[config.mk]
export PLATFORM = sky130hd
export DESIGN_NAME = bijective_pattern_search_unit
export DESIGN_NICKNAME = d
export VERILOG_FILES = /design/src/bps_pkg.sv /design/src/bps_front.sv /design/src/bps_queue.sv /design/src/bps_back.sv /design/src/bijective_pattern_search_unit.sv
export SDC_FILE = /design/constraint.sdc
export NUM_CORES = 1
export LEC_CHECK = 0
export BUFFER_PORTS_ARGS = -buffer_cell sky130_fd_sc_hd__clkbuf_2
export CELL_PAD_IN_SITES_DETAIL_PLACEMENT = 1
export CELL_PAD_IN_SITES_GLOBAL_PLACEMENT = 2
export CORE_ASPECT_RATIO = 0.5
export CORE_MARGIN = 2
export CORE_UTILIZATION = 46
export CTS_BUF_LIST = sky130_fd_sc_hd__clkbuf_4 sky130_fd_sc_hd__clkbuf_8 sky130_fd_sc_hd__clkbuf_16
export DETAILED_ROUTE_END_ITERATION = 12
export PLACE_DENSITY = 0.79
export SYNTH_ARGS = -nofsm -noshare
export SYNTH_HDL_FRONTEND = slang
export SYNTH_SLANG_ARGS = --single-unit
[constraint.sdc]
create_clock -name clk -period 15.45 [get_ports clk]
set_clock_uncertainty 0.1 [all_clocks]
set_input_delay 3.09 -clock clk [delete_from_list [all_inputs] [get_ports clk]]
set_output_delay 3.09 -clock clk [all_outputs]
set_load 0.02 [all_outputs]
[src/bps_pkg.sv]
// Shared types, constants and helper functions of the bijective pattern search unit.
package bps_pkg;

	// Sizes of the window, the symbols and the pattern.
	localparam int PatternMax    = 32;
	localparam int SymbolBits    = 4;
	localparam int SymValues     = 1 << SymbolBits;
	localparam int LenWidth      = 6;
	localparam int IdxWidth      = $clog2(PatternMax);
	localparam int CountWidth    = 32;
	localparam int PatternWidth  = PatternMax * SymbolBits;
	localparam int CfgDataWidth  = 64;
	localparam int CfgIndexWidth = 2;
	localparam int MappingWidth  = SymValues * SymbolBits;

	// Depth of the job queue between the front and the back.
	localparam int QueueDepth    = 2;
	localparam int QueuePtrWidth = $clog2(QueueDepth);

	// Configuration register indexes.
	localparam logic [CfgIndexWidth-1:0] CfgPatternLength = 2'd0;
	localparam logic [CfgIndexWidth-1:0] CfgPatternLow    = 2'd1;
	localparam logic [CfgIndexWidth-1:0] CfgPatternHigh   = 2'd2;

	typedef logic [SymbolBits-1:0] sym_t;

	// One input item.
	typedef struct packed {
		logic [3:0] symbol;
		logic       new_source;
	} in_item_t;

	// One result item.
	typedef struct packed {
		logic [31:0] match_start;
		logic [63:0] mapping_packed;
		logic [15:0] mapped_mask;
	} out_item_t;

	// A completed window waiting to be checked.
	typedef struct packed {
		sym_t [PatternMax-1:0]   win;
		logic [LenWidth-1:0]     len;
		logic [CountWidth-1:0]   start;
	} job_t;

	// Push request from the front into the queue.
	typedef struct packed {
		logic valid;
		job_t job;
	} push_t;

	// Length in use: zero acts as one, anything above the window size is clipped.
	function automatic logic [LenWidth-1:0] clamp_len(input logic [LenWidth-1:0] raw);
		logic [LenWidth-1:0] len;
		len = raw;
		if (raw == '0) begin
			len = LenWidth'(1);
		end else if (raw > LenWidth'(PatternMax)) begin
			len = LenWidth'(PatternMax);
		end
		return len;
	endfunction

	// Pattern symbol at a given position of the packed pattern word.
	function automatic sym_t pattern_symbol(input logic [PatternWidth-1:0] pat,
			input logic [IdxWidth-1:0] idx);
		return pat[idx * SymbolBits +: SymbolBits];
	endfunction

endpackage

[src/bps_front.sv]
// Front end: accepts source symbols, keeps the window and position, and queues completed windows.
module bps_front (
	input  logic                          clk,
	input  logic                          arst_n,
	input  logic                          src_valid,
	output logic                          src_ready,
	input  bps_pkg::in_item_t             src_item,
	input  logic [bps_pkg::LenWidth-1:0]  pattern_length,
	input  logic                          queue_full,
	output bps_pkg::push_t                push
);

	bps_pkg::sym_t [bps_pkg::PatternMax-1:0] window_q;
	logic [bps_pkg::CountWidth-1:0]         count_q;

	logic                                   accept;
	logic [bps_pkg::CountWidth-1:0]         count_base;
	logic [bps_pkg::CountWidth-1:0]         count_next;
	logic [bps_pkg::LenWidth-1:0]           len;
	bps_pkg::sym_t [bps_pkg::PatternMax-1:0] window_next;

	// A transfer is taken whenever the queue has room for a possible job.
	assign src_ready = !queue_full;
	assign accept    = src_valid && src_ready;

	// Position count restarts on a new source and saturates at all ones.
	always_comb begin
		count_base = src_item.new_source ? '0 : count_q;
		count_next = (count_base == '1) ? count_base : count_base + 1'b1;
	end

	// Newest symbol enters at the bottom of the window.
	always_comb begin
		window_next = {window_q[bps_pkg::PatternMax-2:0], src_item.symbol};
	end

	assign len = bps_pkg::clamp_len(pattern_length);

	// A window is complete once enough symbols arrived since the last new source.
	always_comb begin
		push.valid     = accept && (count_next >= bps_pkg::CountWidth'(len));
		push.job.win   = window_next;
		push.job.len   = len;
		push.job.start = count_next - bps_pkg::CountWidth'(len);
	end

	always_ff @(posedge clk or negedge arst_n) begin
		if (!arst_n) begin
			count_q <= '0;
		end else if (accept) begin
			count_q <= count_next;
		end
	end

	always_ff @(posedge clk) begin
		if (accept) begin
			window_q <= window_next;
		end
	end

endmodule

[src/bps_queue.sv]
// Short job queue that lets the front and the back stall independently.
module bps_queue (
	input  logic           clk,
	input  logic           arst_n,
	input  bps_pkg::push_t push,
	output logic           full,
	output logic           head_valid,
	output bps_pkg::job_t  head,
	input  logic           pop
);

	bps_pkg::job_t                      entries_q [bps_pkg::QueueDepth];
	logic [bps_pkg::QueuePtrWidth-1:0]  wr_ptr_q;
	logic [bps_pkg::QueuePtrWidth-1:0]  rd_ptr_q;
	logic [bps_pkg::QueuePtrWidth:0]    fill_q;

	logic do_push;
	logic do_pop;

	assign full       = (fill_q == (bps_pkg::QueuePtrWidth+1)'(bps_pkg::QueueDepth));
	assign head_valid = (fill_q != '0);
	assign head       = entries_q[rd_ptr_q];
	assign do_push    = push.valid && !full;
	assign do_pop     = pop && head_valid;

	// Pointer and fill bookkeeping.
	always_ff @(posedge clk or negedge arst_n) begin
		if (!arst_n) begin
			wr_ptr_q <= '0;
			rd_ptr_q <= '0;
			fill_q   <= '0;
		end else begin
			if (do_push) begin
				wr_ptr_q <= (wr_ptr_q == bps_pkg::QueuePtrWidth'(bps_pkg::QueueDepth - 1)) ?
					'0 : wr_ptr_q + 1'b1;
			end
			if (do_pop) begin
				rd_ptr_q <= (rd_ptr_q == bps_pkg::QueuePtrWidth'(bps_pkg::QueueDepth - 1)) ?
					'0 : rd_ptr_q + 1'b1;
			end
			if (do_push && !do_pop) begin
				fill_q <= fill_q + 1'b1;
			end else if (do_pop && !do_push) begin
				fill_q <= fill_q - 1'b1;
			end
		end
	end

	// Job storage.
	always_ff @(posedge clk) begin
		if (do_push) begin
			entries_q[wr_ptr_q] <= push.job;
		end
	end

endmodule

[src/bps_back.sv]
// Back end: walks window and pattern pairs through the two symbol maps and registers the result.
module bps_back (
	input  logic                              clk,
	input  logic                              arst_n,
	input  logic                              head_valid,
	input  bps_pkg::job_t                     head,
	output logic                              pop,
	input  logic [bps_pkg::PatternWidth-1:0]  pattern,
	output logic                              res_valid,
	input  logic                              res_ready,
	output bps_pkg::out_item_t                res_item
);

	typedef enum logic [2:0] {
		ST_IDLE = 3'b001,
		ST_WALK = 3'b010,
		ST_EMIT = 3'b100
	} state_t;

	state_t                         state_q;
	bps_pkg::job_t                  job_q;
	logic [bps_pkg::IdxWidth-1:0]   step_q;
	logic [bps_pkg::SymValues-1:0]  src_set_q;
	logic [bps_pkg::SymValues-1:0]  pat_set_q;
	bps_pkg::sym_t                  fwd_q [bps_pkg::SymValues];
	logic                           res_valid_q;
	bps_pkg::out_item_t             res_item_q;

	logic [bps_pkg::LenWidth-1:0]   win_pos;
	bps_pkg::sym_t                  src_sym;
	bps_pkg::sym_t                  pat_sym;
	logic                           pair_ok;
	logic                           pair_new;
	logic                           last_step;
	logic                           out_free;
	bps_pkg::out_item_t             result;

	assign pop       = (state_q == ST_IDLE) && head_valid;
	assign out_free  = !res_valid_q || res_ready;
	assign res_valid = res_valid_q;
	assign res_item  = res_item_q;

	// Current pair: oldest window symbol goes against pattern symbol zero.
	always_comb begin
		win_pos   = job_q.len - 1'b1 - bps_pkg::LenWidth'(step_q);
		src_sym   = job_q.win[win_pos[bps_pkg::IdxWidth-1:0]];
		pat_sym   = bps_pkg::pattern_symbol(pattern, step_q);
		last_step = (bps_pkg::LenWidth'(step_q) == job_q.len - 1'b1);
	end

	// A mapped source symbol must keep its target; a new one needs a free target.
	always_comb begin
		pair_new = 1'b0;
		if (src_set_q[src_sym]) begin
			pair_ok = (fwd_q[src_sym] == pat_sym);
		end else begin
			pair_ok  = !pat_set_q[pat_sym];
			pair_new = pair_ok;
		end
	end

	// Packed mapping and mask from the final map contents.
	always_comb begin
		result.match_start    = job_q.start;
		result.mapping_packed = '0;
		result.mapped_mask    = src_set_q;
		for (int v = 0; v < bps_pkg::SymValues; v++) begin
			if (src_set_q[v]) begin
				result.mapping_packed[v * bps_pkg::SymbolBits +: bps_pkg::SymbolBits] = fwd_q[v];
			end
		end
	end

	// Sequencer and map valid bits.
	always_ff @(posedge clk or negedge arst_n) begin
		if (!arst_n) begin
			state_q     <= ST_IDLE;
			step_q      <= '0;
			src_set_q   <= '0;
			pat_set_q   <= '0;
			res_valid_q <= 1'b0;
		end else begin
			case (state_q)
				ST_IDLE: begin
					if (head_valid) begin
						step_q    <= '0;
						src_set_q <= '0;
						pat_set_q <= '0;
						state_q   <= ST_WALK;
					end
				end
				ST_WALK: begin
					if (!pair_ok) begin
						state_q <= ST_IDLE;
					end else begin
						if (pair_new) begin
							src_set_q[src_sym] <= 1'b1;
							pat_set_q[pat_sym] <= 1'b1;
						end
						if (last_step) begin
							state_q <= ST_EMIT;
						end else begin
							step_q <= step_q + 1'b1;
						end
					end
				end
				ST_EMIT: begin
					if (out_free) begin
						state_q <= ST_IDLE;
					end
				end
				default: begin
					state_q <= ST_IDLE;
				end
			endcase

			// Result valid rises when a result is registered and falls once it is taken.
			if (state_q == ST_EMIT && out_free) begin
				res_valid_q <= 1'b1;
			end else if (res_valid_q && res_ready) begin
				res_valid_q <= 1'b0;
			end
		end
	end

	// Job copy, forward map entries and the result register.
	always_ff @(posedge clk) begin
		if (pop) begin
			job_q <= head;
		end
		if (state_q == ST_WALK && pair_new) begin
			fwd_q[src_sym] <= pat_sym;
		end
		if (state_q == ST_EMIT && out_free) begin
			res_item_q <= result;
		end
	end

endmodule

[src/bijective_pattern_search_unit.sv]
// Top level of the bijective pattern search unit: configuration registers and the front, queue and back.
// Source symbols are taken at one per cycle while the two-entry job queue has room. Each completed
// window is checked by the back end in order: a setup step that clears the symbol maps, a walk of
// the window and pattern pairs through the forward and reverse symbol maps, which sets the check
// time, and a step that registers the result; a mismatch ends the walk at the first conflicting
// pair. The back end takes a new window only once it is through with the last one. Configuration
// writes are always taken and must only be issued while the block is idle.
module bijective_pattern_search_unit (
	input  logic                               clk,
	input  logic                               arst_n,
	input  logic                               src_valid,
	output logic                               src_ready,
	input  bps_pkg::in_item_t                  src_item,
	output logic                               res_valid,
	input  logic                               res_ready,
	output bps_pkg::out_item_t                 res_item,
	input  logic                               cfg_valid,
	output logic                               cfg_ready,
	input  logic [bps_pkg::CfgIndexWidth-1:0]  cfg_index,
	input  logic [bps_pkg::CfgDataWidth-1:0]   cfg_data
);

	logic [bps_pkg::LenWidth-1:0]     pattern_length_q;
	logic [bps_pkg::CfgDataWidth-1:0] pattern_low_q;
	logic [bps_pkg::CfgDataWidth-1:0] pattern_high_q;

	bps_pkg::push_t push;
	logic           queue_full;
	logic           head_valid;
	bps_pkg::job_t  head;
	logic           pop;

	assign cfg_ready = 1'b1;

	// Configuration registers; writes to unknown indexes are ignored.
	always_ff @(posedge clk or negedge arst_n) begin
		if (!arst_n) begin
			pattern_length_q <= bps_pkg::LenWidth'(1);
			pattern_low_q    <= '0;
			pattern_high_q   <= '0;
		end else if (cfg_valid && cfg_ready) begin
			case (cfg_index)
				bps_pkg::CfgPatternLength: pattern_length_q <= cfg_data[bps_pkg::LenWidth-1:0];
				bps_pkg::CfgPatternLow:    pattern_low_q    <= cfg_data;
				bps_pkg::CfgPatternHigh:   pattern_high_q   <= cfg_data;
				default: begin
				end
			endcase
		end
	end

	bps_front u_front (
		.clk            (clk),
		.arst_n         (arst_n),
		.src_valid      (src_valid),
		.src_ready      (src_ready),
		.src_item       (src_item),
		.pattern_length (pattern_length_q),
		.queue_full     (queue_full),
		.push           (push)
	);

	bps_queue u_queue (
		.clk        (clk),
		.arst_n     (arst_n),
		.push       (push),
		.full       (queue_full),
		.head_valid (head_valid),
		.head       (head),
		.pop        (pop)
	);

	bps_back u_back (
		.clk        (clk),
		.arst_n     (arst_n),
		.head_valid (head_valid),
		.head       (head),
		.pop        (pop),
		.pattern    ({pattern_high_q, pattern_low_q}),
		.res_valid  (res_valid),
		.res_ready  (res_ready),
		.res_item   (res_item)
	);

endmodule

; ---- Yosys cells after proc, flatten, opt, wreduce, memory -nomap -nowiden
; Memory sizes are Yosys's and may differ from the RTL's. A register that Yosys moved wholly into a read port is not among the register bits.
; Cells that the tools add are included.
[classes]
add_sub_neg = 9
mul = 0
div = 0
magnitude_cmp = 7
n_eq_ne = 15
n_shift = 1
n_mux = 42
bitwise = 2
n_reduce_logical = 46
[op_table]
columns = op, count
row1 = indexed part select 128 x 8 -> 4 bit, 1
row2 = 2-to-1 mux 16 bit, 5
row3 = 2-to-1 mux 32 bit, 2
row4 = one-hot mux 16 bit (2 select lines), 2
row5 = adder 32 x 1 -> 32 bit (second input constant), 1
row6 = equality test 32 bit (second input constant), 1
row7 = >= comparator 32 x 6 -> 1 bit, 1
row8 = OR 16 bit, 2
row9 = subtractor 32 x 6 -> 32 bit, 1
row10 = logical NOT 1 bit, 21
row11 = binary-select mux 4 bit (select 5 bit), 1
row12 = 2-to-1 mux 5 bit, 3
row13 = 2-to-1 mux 1 bit, 14
row14 = logical AND 1 bit, 12
row15 = 2-to-1 mux 3 bit, 4
row16 = 2-to-1 mux 6 bit, 2
row17 = < comparator 4 x 5 -> 1 bit (second input constant), 2
row18 = one-hot mux 5 bit (2 select lines), 1
row19 = one-hot mux 3 bit (3 select lines), 1
row20 = binary-select mux 1 bit (select 4 bit), 2
row21 = demux 1 bit (select 4 bit), 2
row22 = >= comparator 4 x 1 -> 1 bit (second input constant), 2
row23 = != test 2 x 1 -> 1 bit (second input constant), 4
row24 = AND reduction 4 bit, 2
row25 = 25 further kinds, 33
[word_totals]
ff_bits = 383
latch_bits = 0
ram_bits = 396
mem_bits_ro = 0
output_inout_bits = 115
word_cells = 169
n_memories = 2
[mem_list]
columns = name, words, word_bits, read_ports, rd_clocked_by_memory_dff, wr, line_no
row1 = u_queue.entries_q, 2, 166, 1, 1, 1, bps_queue.sv:12  ; bps_pkg::job_t entries_q [bps_pkg::QueueDepth];
row2 = u_back.fwd_q, 16, 4, 17, 16, 1, bps_back.sv:25  ; bps_pkg::sym_t fwd_q [bps_pkg::SymValues];

; ---- Depth between registers and ports, before layout
[logic_depth]
word_depth = 12
mapped_depth = 26

; ---- Modules after synthesis
; From an unflattened synthesis, not the netlist that was laid out.
[hier_totals]
hier_cells = 2481
hier_area_um2 = 42450.7
[by_module_without_submodules]
columns = module, instances, cells_per_inst, area_each_um2, seq_area_each_um2
row1 = bps_back, 1, 1065, 16852.4, 11297.1
row2 = bps_queue, 1, 536, 12719.7, 10069.7
row3 = bps_front, 1, 593, 7263.2, 4524.3
row4 = bijective_pattern_search_unit, 1, 287, 5615.4, 3354.5

; ---- Least setup slack after synthesis
; OpenSTA, ideal clock, no wires.
[synth_timing]
path_kind = input to register
start = input port src_item[0] (netlist name)
end = memory u_queue.entries_q[0][0] (netlist name) (enable)
setup_ps = 714
arrival_ps = 14411
required_ps = 14636
slack_ps = 225
path_stages = 23
path_cell_list = clkbuf_1 > clkbuf_1 > clkbuf_1 > nor2b_1 > ha_1 > nand3_1 > or3_1 > nor3_2 > nand2_1 > xnor2_1 > ha_1 > fa_1 > nor2b_1 > o21ai_0 > nand2b_1 > a21o_1 > a21o_1 > or4b_1 > nor2_2 > nand2_1 > nor4_1 > nor2_1 > nor2b_1
[synth_via]
elab_chain_len = 8
word_cells_on_any_way = 9
classes_between = add/sub: 1 / order compare: 1 / eq/ne: 1 / mux: 4 / reduce/logical: 2
[synth_rtl]
columns = element, line_no
row1 = start: declaration, bijective_pattern_search_unit.sv:13  ; input bps_pkg::in_item_t src_item,
row2 = 2-to-1 mux 32 bit *, bps_front.sv:28  ; count_base = src_item.new_source ? '0 : count_q;
row3 = adder 32 x 1 -> 32 bit or equality test 32 bit (tied branches), bps_front.sv:29  ; count_next = (count_base == '1) ? count_base : count_base + 1'b1;
row4 = 2-to-1 mux 32 bit *, bps_front.sv:29
row5 = >= comparator 32 x 6 -> 1 bit *, bps_front.sv:41  ; push.valid = accept && (count_next >= bps_pkg::CountWidth'(len));
row6 = logical AND 1 bit *, bps_front.sv:41
row7 = logical AND 1 bit *, bps_queue.sv:23  ; assign do_push = push.valid && !full;
row8 = named net u_queue.do_push, bps_queue.sv:17  ; logic do_push;
row9 = 2-to-1 mux 1 bit *, bps_queue.sv:51  ; if (do_push) begin
row10 = 2-to-1 mux 1 bit (not written as such) *, bps_queue.sv:52  ; entries_q[wr_ptr_q] <= push.job;
row11 = end: declaration, bps_queue.sv:12
; Mark *: on every way through the listed nets, which the timed path passes. The rest lies on a longest branch.

; ---- Worst setup path in the final report
[layout_timing]
start = input port src_item[0] (netlist name)
end = memory u_queue.entries_q[1][140] (netlist name) (enable)
; The elaborated chain is that of the path after synthesis.

==> results.py <==
metrics = {
    "run_status": {
        "status": "completed",
    },
    "sta": {
        "fmax_ghz": 0.1060,
        "relSlewSlack": 0.2315,
        "rsz0062_at_grt": "no",
        "hold_slack_ps": 315.0,
        "period_needed_ps": 9431,
        "finalCritPeriodShare": 0.6104,
        "report.final.slew_viol_count": 0,
        "final_hold_viol_count": 0,
        "setup_viol": 0,
        "fin_setup_tns_ps": 0,
        "tightest_slew_ps": 1153,
    },
    "synthesis": {
        "syn_nets": 2501,
        "synth_top_area_frac": 0.5907,
        "synth_top_area_cell": "edfxtp_1",
        "synthFlopType": "edfxtp_1",
        "async_flop_share": 0.2091,
        "synth_area_mm2": 0.04057,
        "synth_cell_types": 86,
        "synth_edf_count": 798,
        "yosysSeqAreaShare": 0.7209,
        "ys_ff_latch": 1009,
        "syn-instance-count": 2409,
        "synth_area_per_cell_um2": 16.84,
        "yosys_warnings": 0,
        "yosys-top-cells-area": "edfxtp_1 59%, dfrtp_1 13%, mux2_2 8.7%, mux4_2 4.2%, mux2i_1 1.3%",
    },
    "clocking": {
        "cts_resized": 0,
        "cts_tree": "done",
        "cts.sinks": 1009,
        "numCtsBuffers": 90,
        "cts_hold_buf": 0,
        "clk_pin_slew_ps": 70,
        "cts_setup_buffers": 0,
        "insertion_delay_ps": 680,
        "cts.path.max_buffers": 3,
        "cts-root-buf": "clkbuf_16",
        "htreeDepth": 3,
    },
    "critical_path": {
        "cp-end-kind": "flop",
        "startpoint_type": "input port",
        "cp_cell_sequence": "clkbuf_2 -> buf_4 -> nor2b_1 -> ha_1 -> nand3_1 -> or3_1 -> nor3_2 -> nand2_1 -> xnor2_1 -> ha_1 -> fa_1 -> nor2b_1 -> o21ai_0 -> nand2b_1 -> a21o_1 -> a21o_1 -> or4b_1 -> nor2_2 -> nand2_1 -> nor4_1 -> nor2_1 -> and2_4 -> buf_4",
        "critical_path_required_ps": 15600,
        "cp.arrival_ps": 9580,
        "cp-startpoint": "src_item[0]",
        "crit_buf_inv": 3,
        "worst-path-stages": 23,
        "worstSetupPathType": "input port to flop",
        "crit_fanout": 73,
        "cp-endpoint": "u_queue.entries_q[1][140]$_DFFE_PP_",
        "r2r-end": "u_back.fwd_q[15][2]$_DFFE_PP_",
        "cpLargestDelayFamily": "simple AND/OR/NAND/NOR gates",
        "crit_path_max_incr_delay_ps": 670,
        "r2r_cells": 15,
        "rr_startpoint": "u_back.step_q[0]$_DFFE_PN0P_",
        "regToRegSetupSlack_ps": 7800,
        "slowest_stage": "or4b_1",
    },
    "drt": {
        "routed_wl_mm": 90.22,
        "num_vias": 21330,
        "via_per_inst": 5.517,
        "avgRoutedWirePerCell_um": 23.34,
        "drtAntennaViolNets": 0,
        "detail_route.drc_violations": 0,
        "firstDrtPassIters": 5,
        "drtIter0Drc": 1480,
    },
    "power_and_ir_drop": {
        "p_clk_frac": 0.221,
        "switchingPower_mw": 3.912,
        "p_per_area_mw_per_mm2": 232.9,
        "p_int_mw": 6.806,
        "p_leak_nw": 16.61,
        "peakVddDrop_uv": 199.0,
        "pwr-share-seq": 0.391,
        "p_comb_frac": 0.388,
        "swShare": 0.3650,
    },
    "run": {
        "cap_violations": 0,
    },
    "layout": {
        "syn_to_final_growth_pct": 13.44,
        "num-nets-final": 2713,
        "fillers": 8049,
        "layout-drive-gt1-share": 0.2987,
    },
    "global_route": {
        "grt_max_degree": 122,
        "globalRoute.totalOverflow": 0,
        "antenna_found_initial": 1,
        "grt_pass1_vias": 22670,
        "grt_pass1_wl_mm": 139.5,
        "grt_use_total": 0.2000,
    },
    "die": {
        "dieArea_mm2": 0.09073,
        "rows": 76,
        "initial_utilization": 0.4678,
        "coreArea_mm2": 0.08672,
        "die_w_um": 424.0,
        "pin_count": 191,
        "die_y_um": 214.0,
    },
    "placed_design": {
        "gp_congestion": 0.8224,
        "io_buffers": 189,
        "dp_hpwl_mm": 57.73,
    },
    "min_path": {
        "hold_path.class": "flop to flop",
        "hold_depth": 0,
    },
}
[synthesized netlist by cell type, types with 4 or more instances]
cell / n
a22oi_1: 7
xnor2_1: 37
mux2_2: 314
nand4_1: 10
nor2_1: 118
and2_1: 70
buf_4: 5
nor3_1: 37
a32oi_1: 5
mux4_2: 76
ha_1: 14
nor2b_1: 30
o31ai_1: 8
o21a_1: 15
o21ai_0: 34
xor2_1: 31
nand2b_1: 9
nand2_1: 138
nor4_1: 6
or2_2: 4
a221oi_1: 11
nor3b_1: 4
o311ai_0: 5
edfxtp_1: 798
o22ai_1: 8
or3_1: 12
buf_2: 21
clkbuf_1: 66
a21o_1: 6
mux2i_1: 54
buf_1: 7
a22o_1: 12
a21oi_1: 39
and3_1: 12
a211oi_1: 13
a31oi_1: 11
a32o_1: 6
nand3b_1: 4
dfrtp_1: 209
nand3_1: 30
inv_1: 44
[area by class of cell]
type	instances	area, um^2	area share
sequential	1009	29250	0.6356
multi-input combinational	1254	10780	0.2342
clock buffer	125	2608	0.05666
tap	1170	1464	0.03181
timing repair buffer	220	1189	0.02583
clock inverter	41	543.0	0.01180
inverter	46	185.2	0.004024
antenna	1	2.502	0.00005437
[layout by cell type, fill, tap and decap left out, drive strengths merged, types with 7 or more instances in the layout]
master,n
dfrtp,209
o31ai,8
nand3,30
edfxtp,798
bufinv,10
xor2,31
and3,13
xnor2,38
nand2b,9
o21a,15
a22o,12
o22ai,8
clkbuf,313
nor2b,30
clkinv,27
o21ai,38
mux2,314
ha,14
nor3,41
nand2,138
nor2,119
a221oi,11
buf,32
nor4,7
nand4,10
a211oi,14
a22oi,8
mux4,76
mux2i,56
inv,49
or3,12
a31oi,11
a21oi,39
and2,70
[cell families after synthesis]
family | Yosys count | share of synthesized area
AO/OA/AOI/OAI | 218 | 0.03818
XOR/XNOR | 69 | 0.01508
adder cells (fa/ha/maj) | 16 | 0.005305
buffers and inverters | 146 | 0.01490
flip-flops | 1009 | 0.7209
multiplexers | 446 | 0.1436
other | 1 | 0.00009244
AND/OR/NAND/NOR | 504 | 0.06199
[metrics by stage]
step           total power, mW  std cells  utilization  instance area [um^2]  setup WS (ps)
3_3_place_gp             8.220       3699       0.4943                 42870           5554
2_1_floorplan            7.050       2409            -                 40570          225.4
4_1_cts                  10.79       3865       0.5306                 46020           6106
6_report                 10.72       3866       0.5307                 46020           6019
5_1_grt                  11.25       3866       0.5307                 46020           5417
3_5_place_dp             8.379       3699       0.4943                 42870           5393
[worst min path at each step]
stage	startpoint	slack, ps	end
after floorplan	u_back.job_q[20]$_DFFE_PP_	300	u_back.res_item[100]$_DFFE_PP_
final	u_back.job_q[4]$_DFFE_PP_	310	u_back.res_item[84]$_DFFE_PP_
after detailed placement	u_back.job_q[3]$_DFFE_PP_	310	u_back.res_item[83]$_DFFE_PP_
after CTS	u_back.job_q[4]$_DFFE_PP_	320	u_back.res_item[84]$_DFFE_PP_
after global placement	u_back.job_q[4]$_DFFE_PP_	300	u_back.res_item[84]$_DFFE_PP_
after global routing	u_back.job_q[12]$_DFFE_PP_	330	u_back.res_item[92]$_DFFE_PP_
[state kept, by name, indices dropped and copies added, names as in the netlist, 3 cells and up]
name and cells:
pattern_length_q 6, pattern_high_q 64, pattern_low_q 64, u_queue.entries_q 332, u_back.src_set_q 16, u_front.count_q 32
u_front.push 124, u_back.fwd_q 64, u_back.step_q 5, u_back.res_item 112, u_back.job_q 166, u_back.pat_set_q 16
u_back.state_q 3
[power groups by stage]
stage / Sequential, mW / Combinational (mW) / Clock [mW]
after global routing: 4.27 / 4.46 / 2.52
final: 4.19 / 4.16 / 2.37
after detailed placement: 4.24 / 4.13 / 0
after CTS: 4.20 / 4.16 / 2.43
after floorplan: 4.17 / 2.88 / 0
after global placement: 4.19 / 4.03 / 0
[routing by layer]
metal	share of wire	up-vias	routed length, um	GRT usage
li1	-	9638	-	-
met1	0.45	11170	40550	0.2790
met2	0.49	383	43860	0.3250
met3	0.040	139	3627	0.03486
met4	0.024	0	2175	0.05552
met5	0	-	0	0
[worst register-to-register path, stage by stage (launching register included)]
cell,delay (ps)
dfrtp_2,390
buf_4,340
ha_4,310
fa_4,940
buf_4,730
mux4_2,360
o21ai_1,150
a2111o_1,550
nand3_1,130
buf_4,380
mux4_2,590
nor2b_1,170
or3_1,420
or4b_1,720
or3_1,510
nor2_1,500
(Power assumes the default switching activity.)
